### src/sv/segment_box_clipper_macros.svh
// Assertion macros for the segment box clipper.
// Taken in by the top level; no other dependencies.
`ifndef SEGMENT_BOX_CLIPPER_MACROS_SVH
`define SEGMENT_BOX_CLIPPER_MACROS_SVH
`ifndef SYNTHESIS
`define SBC_ASSERT_HOLD(label, clk, rst_n, ante, cons) \
	label: assert property (@(posedge clk) disable iff (!rst_n) (ante) |-> (cons)) \
		else $error("sbc: same-cycle check failed");
`define SBC_ASSERT_NEXT(label, clk, rst_n, ante, cons) \
	label: assert property (@(posedge clk) disable iff (!rst_n) (ante) |=> (cons)) \
		else $error("sbc: next-cycle check failed");
`else
`define SBC_ASSERT_HOLD(label, clk, rst_n, ante, cons)
`define SBC_ASSERT_NEXT(label, clk, rst_n, ante, cons)
`endif
`endif

### src/sv/sbc_pkg.sv
// Shared constants and types of the segment box clipper.
// No dependencies.
`timescale 1ns / 1ps
package sbc_pkg;

	localparam int NUM_LANES    = 4;
	localparam int LANE_START_X = 0;
	localparam int LANE_START_Z = 1;
	localparam int LANE_END_X   = 2;
	localparam int LANE_END_Z   = 3;

	localparam int AXIS_X = 0;
	localparam int AXIS_Z = 1;

	localparam int CFG_INDEX_BITS = 2;

	typedef enum logic [CFG_INDEX_BITS-1:0] {
		REG_BOX_MIN_X = 2'd0,
		REG_BOX_MIN_Z = 2'd1,
		REG_BOX_MAX_X = 2'd2,
		REG_BOX_MAX_Z = 2'd3
	} reg_index_t;

	typedef struct packed {
		logic visible;
		logic start_inside;
		logic end_inside;
	} sbc_flags_t;

endpackage

### src/sv/sbc_round.sv
// Rounding stages: floor quotient to half-away-from-zero point coordinates.
// Depends on sbc_pkg; the second stage is the output register.
`timescale 1ns / 1ps
module sbc_round #(
	parameter int COORD_BITS = 32
) (
	input  logic clk,
	input  logic arst_n,
	input  logic in_valid,
	output logic in_ready,
	input  logic [sbc_pkg::NUM_LANES-1:0][COORD_BITS-1:0] quo,
	input  logic [sbc_pkg::NUM_LANES-1:0][COORD_BITS-1:0] rem,
	input  logic [sbc_pkg::NUM_LANES-1:0][COORD_BITS-1:0] den,
	input  logic [sbc_pkg::NUM_LANES-1:0] neg,
	input  logic [sbc_pkg::NUM_LANES-1:0][COORD_BITS-1:0] orig,
	input  sbc_pkg::sbc_flags_t flags,
	output logic out_valid,
	input  logic out_ready,
	output logic [sbc_pkg::NUM_LANES-1:0][COORD_BITS-1:0] coord,
	output sbc_pkg::sbc_flags_t flags_o
);
	localparam int W = COORD_BITS;
	localparam int L = sbc_pkg::NUM_LANES;

	logic v_s1, v_s2, en_s1, en_s2;

	assign en_s2     = !v_s2 || out_ready;
	assign en_s1     = !v_s1 || en_s2;
	assign in_ready  = en_s1;
	assign out_valid = v_s2;

	always_ff @(posedge clk or negedge arst_n) begin
		if (!arst_n) begin
			v_s1 <= 1'b0;
			v_s2 <= 1'b0;
		end else begin
			if (en_s1) v_s1 <= in_valid;
			if (en_s2) v_s2 <= v_s1;
		end
	end

	logic [L-1:0][W+1:0] base_c, base_s1;
	logic [L-1:0][W-1:0] rr_c, rr_s1, den_s1;
	logic [L-1:0][W-1:0] coord_c, coord_s2;
	sbc_pkg::sbc_flags_t flags_s1, flags_s2;

	for (genvar l = 0; l < L; l++) begin : g_lane
		// stage 1: floor quotient with non-negative remainder, plus start coordinate
		always_comb begin
			logic rnz;
			logic [W:0] qf;
			rnz = (rem[l] != '0);
			if (!neg[l]) begin
				qf       = {1'b0, quo[l]};
				rr_c[l]  = rem[l];
			end else if (rnz) begin
				qf       = ~{1'b0, quo[l]};
				rr_c[l]  = den[l] - rem[l];
			end else begin
				qf       = '0 - {1'b0, quo[l]};
				rr_c[l]  = '0;
			end
			base_c[l] = {orig[l][W-1], orig[l][W-1], orig[l]} + {qf[W], qf};
		end

		// stage 2: round up past half, and at half when the floor is not negative
		always_comb begin
			logic [W:0] twice;
			logic up;
			logic [W+1:0] res;
			twice = {rr_s1[l], 1'b0};
			up    = (twice > {1'b0, den_s1[l]}) ||
				((twice == {1'b0, den_s1[l]}) && !base_s1[l][W+1]);
			res   = base_s1[l] + (W+2)'(up);
			coord_c[l] = flags_s1.visible ? res[W-1:0] : '0;
		end
	end

	always_ff @(posedge clk) begin
		if (en_s1) begin
			base_s1  <= base_c;
			rr_s1    <= rr_c;
			den_s1   <= den;
			flags_s1 <= flags;
		end
		if (en_s2) begin
			coord_s2 <= coord_c;
			flags_s2 <= flags_s1;
		end
	end

	assign coord   = coord_s2;
	assign flags_o = flags_s2;

endmodule

### config.mk
export PLATFORM = sky130hd
export DESIGN_NAME = sbc_round
export DESIGN_NICKNAME = d
export VERILOG_FILES = /design/src/sv/segment_box_clipper_macros.svh /design/src/sv/sbc_pkg.sv /design/src/sv/sbc_round.sv
export SDC_FILE = /design/constraint.sdc
export NUM_CORES = 2
export LEC_CHECK = 0
export BUFFER_PORTS_ARGS = -buffer_cell sky130_fd_sc_hd__buf_2
export CAP_MARGIN = 20
export CORE_AREA = 2 2 234 293
export DETAILED_ROUTE_END_ITERATION = 7
export DIE_AREA = 0 0 236 295
export MAX_ROUTING_LAYER = met4
export PLACE_DENSITY_LB_ADDON = 0.05
export SYNTH_ARGS = -nofsm -noshare
export SYNTH_HDL_FRONTEND = slang
export SYNTH_SLANG_ARGS = --single-unit
### constraint.sdc
create_clock -name clk -period 15.95 [get_ports clk]
set_clock_uncertainty 0.1 [all_clocks]
set_input_delay 0.7975 -clock clk [delete_from_list [all_inputs] [get_ports clk]]
set_output_delay 0.7975 -clock clk [all_outputs]
set_load 0.02 [all_outputs]
-- After elaboration in Yosys (flattened, before gate mapping)
Index checks and enable logic that the tools add are counted.
- register bits after elaboration: 528
- input bits: 523
- word-level logic and storage cells: 88
- output and inout port bits: 133
- magnitude comparators: 4
- multiplexer cells: 16
- add/sub/neg operators: 16
- reduce and logical (&&, ||, !) cells: 20
- equal/unequal tests: 4
- bitwise operators: 4
- operators with widths (kind ; count):
    $mux W33 ; 8
    $mux W32 ; 8
    $add A32 B33 Y34 ; 4
    $eq A33 B32 Y1 ; 4
    $gt A33 B32 Y1 ; 4
    $not A32 Y33 ; 4
    $sub A1 B32 Y33 const A ; 4
    $add A32 B1 Y32 ; 4
    $reduce_bool A32 Y1 ; 4
    $sub A32 B32 Y32 ; 4
    $logic_not A1 Y1 ; 6
    $logic_or A1 B1 Y1 ; 6
    $logic_and A1 B1 Y1 ; 4

-- Depth between registers and ports, before layout
- word-level depth: 4
- depth in mapped cells: 21
- gate-level depth less buffers: 21

-- Worst setup path after synthesis
No wires, ideal clock.
- kind: input-to-reg
- from: input out_ready
- to: register base_s1[0] (netlist bit), enable pin
- path slack: 2.540 ns
- arrival time: 9.465 ns
- buffers on the path: 0
- stages: 1
- setup time: 3.845 ns
- data required time: 12.005 ns
- path through: nand3b_1
- word-level cells in the longest chain between the ends: 2
- RTL lines (item ; line ; source):
    start, declared ; sbc_round.sv:18 ; input logic out_ready,
    $logic_or A1 B1 Y1 ; sbc_round.sv:27 ; assign en_s2 = !v_s2 || out_ready;
    $logic_or A1 B1 Y1 ; sbc_round.sv:28 ; assign en_s1 = !v_s1 || en_s2;
    end signal, assigned ; sbc_round.sv:81 ; base_s1 <= base_c;
    end, declared ; sbc_round.sv:42 ; logic [L-1:0][W+1:0] base_c, base_s1;
Every way passes these cells.
A chain may end at the register's enable or synchronous reset.

==> reports/qor.csv <==
metric,value,unit
status,"complete, no violations",
p_leak,0.01957,uW
root_buffer,clkbuf_16,
yosysSeqAreaShare,40.87,%
wire_per_inst,20.61,um
synth_area_leader_cell,edfxtp_1,
holdPathStages,1,
synth_flop_cell,edfxtp_1,
cts_resized,0,
synth_adder_area_share,13.26,%
synth_edf_count,522,
cts_max_path_buffers,3,
worst_pin_slew,1.067,ns
pin_count,656,
drv_slew,0,
drtIter0Drc,2182,
worstSkewPairLatency,0.62,ns
drt_wl_total,113400,um
async_flop_share,0.3817,%
switching_share,32.17,%
report.final.setup_viol,0,
cp.arrival,6.30,ns
synthDistinctLibCells,72,
power.switching,1489,uW
placed_cell_area,0.04266,sq mm
hold_class,in -> reg,
area_delta_synth_final,15.90,%
tritoncts,done,
critPathTopFamily,simple AND/OR/NAND/NOR gates,
synth_area_leaders,"edfxtp_1, ha_1, xnor2_1",
gp_congestion,0.9694,
ys_warn_count,0,
cpPeakStageDelay,0.78,ns
tns,0,ns
crit_type,in -> reg,
htree_levels,2,
slew_headroom,28.71,%
seq_area,0.01573,sq mm
stdcell_area,0.04460,sq mm
hold_viol_final,0,
via_count,32050,
ys_ff_latch,524,
fin_crit_sh,37.87,%
crit_path_start_kind,input port,
power_density,103.8,mW/mm^2
nets,5450,
p_comb_share,29.9,%
grt_pass1_vias,30480,
synth_compound_area_share,17.30,%
worst-path-stages,19,
grt_antenna_before_repair,73,
period_needed,6.040,ns
yosysMostFrequentCell,edfxtp_1,
rows,106,
p_seq_share,42.6,%
yosys.area_share.simple,14.28,%
path_buf_inv,1,
cellInternalPower,3138,uW
vias_per_cell,5.822,
die_h,295,um
cts_sinks,524,
dieWidth,236,um
synth_top_area_share,40.74,%
max-cap-violations,0,
start_util,57.68,%
design.die.area,0.06962,sq mm
crit_chain,buf_2 > nor4_1 > nand2_1 > or4_1 > nor3_1 > nand3_1 > o31ai_1 > xnor2_1 > ha_1 > and2_1 > a221oi_1 > o31ai_1 > a32oi_1 > a21oi_1 > o311ai_0 > nand2b_1 > a311o_1 > a21oi_1 > xnor2_1,
grt-ovfl-total,0,
rsz0062_at_grt,no,
fmax,165.6,MHz
nFillCells,5629,
place_ws,9.415,ns
synth_xor_area_share,10.13,%
ir_worst_vdd,113.4,uV
drt_first_pass_iters,7,
grt_pass1_wl,170700,um
cp-end-kind,register,
setup_slack,9.910,ns
synth_top_family_by_area,compound AO/OA/AOI/OAI gates,
grt_max_degree,94,
grtUsageTotal,32.59,%
holdWs,0.2519,ns
ant_nets,0,
crit_required,16.21,ns
syn_area,0.03848,sq mm
rr_worst_depth,15,
synth_mux_area_share,0.02926,%
path_clk_slew,0.06,ns
critical_path.slowest_cell,or4_1,
multiInputGateArea,0.02117,sq mm
post-route-drc-count,0,
post-cts-setup-buffer-count,0,
cts_buffers,56,
postSynthCellCount,3878,
drive_gt1_share,17.25,%
place_hpwl,92560,um
yosys-top-cells-count,"edfxtp_1, ha_1, xnor2_1",
p_clk_share,27.5,%
postCtsHoldBufs,1,
syn_avg_cell_area,9.922,sq um
core_area,0.06671,sq mm
crit_fanout,12,
port_buffers,655,
syn-num-nets,4804,
==> power by group through the flow <==
stage	registers [uW]	clock network (uW)	logic [uW]
6_report	1970	1270	1380
5_1_grt	1990	1340	1530
4_1_cts	1970	1290	1380
3_5_place_dp	2000	0	1370
3_3_place_gp	1990	0	1360
2_1_floorplan	2070	0	891
==> cells by family (layout without fill, tap and decap cells) <==
group | Yosys count | in the layout
adder cells (fa/ha/maj) | 403 | 403
multiplexers | 1 | 1
other | 0 | 72
flip-flops | 524 | 524
AO/OA/AOI/OAI | 1031 | 1031
XOR/XNOR | 445 | 445
AND/OR/NAND/NOR | 1050 | 1050
buffers and inverters | 424 | 1115
==> area by class of cell <==
class,instances,share of cell area (%)
clock inverters,36,0.6397
diodes,72,0.4040
repair buffers,673,7.659
flip-flops and latches,524,35.26
multi-input cells,2930,47.48
clock buffers,67,3.283
inverters,339,2.853
well taps,864,2.424
==> metrics by stage <==
step / power [uW] / util, % / std cells
2_1_floorplan: 2962 / - / 3878
3_3_place_gp: 3348 / 63.94 / 5329
3_5_place_dp: 3368 / 63.94 / 5329
4_1_cts: 4641 / 66.58 / 5433
5_1_grt: 4871 / 66.79 / 5490
6_report: 4627 / 66.85 / 5505
==> sequential cells by signal, summed over array words and instances, names as in the netlist <==
signal / flops
coord: 128
base_s1: 132
out_valid: 1
flags_o: 3
flags_s1: 3
den_s1: 128
v_s1: 1
g_lane.$4.twice: 128
==> worst reg2reg max path: stages (launching register included) <==
cell	delay [ns]
edfxtp_1	0.36
ha_1	0.31
a21o_1	0.19
a21o_1	0.17
a21o_1	0.17
a21o_1	0.17
a21oi_1	0.21
nor2b_1	0.07
o21ai_0	0.23
nand2_1	0.10
a2111oi_0	0.76
a41oi_1	0.22
ha_1	0.30
nand4_1	0.33
o21ai_0	0.13
a21boi_0	0.57
==> metal layers <==
layer / track usage (%) / routed length [um]
met1: 38.46 / 44330
met2: 55.22 / 55740
met3: 5.714 / 8388
met4: 13.56 / 4979
met5: - / 0
==> final timing paths <==
check,startpoint,end,slack (ns)
setup reg to reg,g_lane[0].$4.twice[18],coord[5],11.26
max in group asynchronous,arst_n,out_valid,15.25
hold reg to reg,flags_s1[0],flags_o[0],0.33
hold / removal,flags[2],flags_s1[2],0.25
min in group asynchronous,arst_n,v_s1,0.40
setup / recovery,rem[115],base_s1[132],9.91
==> cells in the final DEF, fill, tap and decap left out, types with 72 or more instances in the layout <==
cell type / count
inv_1: 339
a21oi_1: 234
and2_1: 118
xor2_1: 101
nand4_1: 75
buf_2: 655
nand3_1: 119
diode_2: 72
o21ai_0: 212
nor2_1: 150
ha_1: 395
a21o_1: 153
xnor2_1: 344
edfxtp_1: 522
nand2_1: 245
o22ai_1: 100
Power figures use the tool's default switching activity.
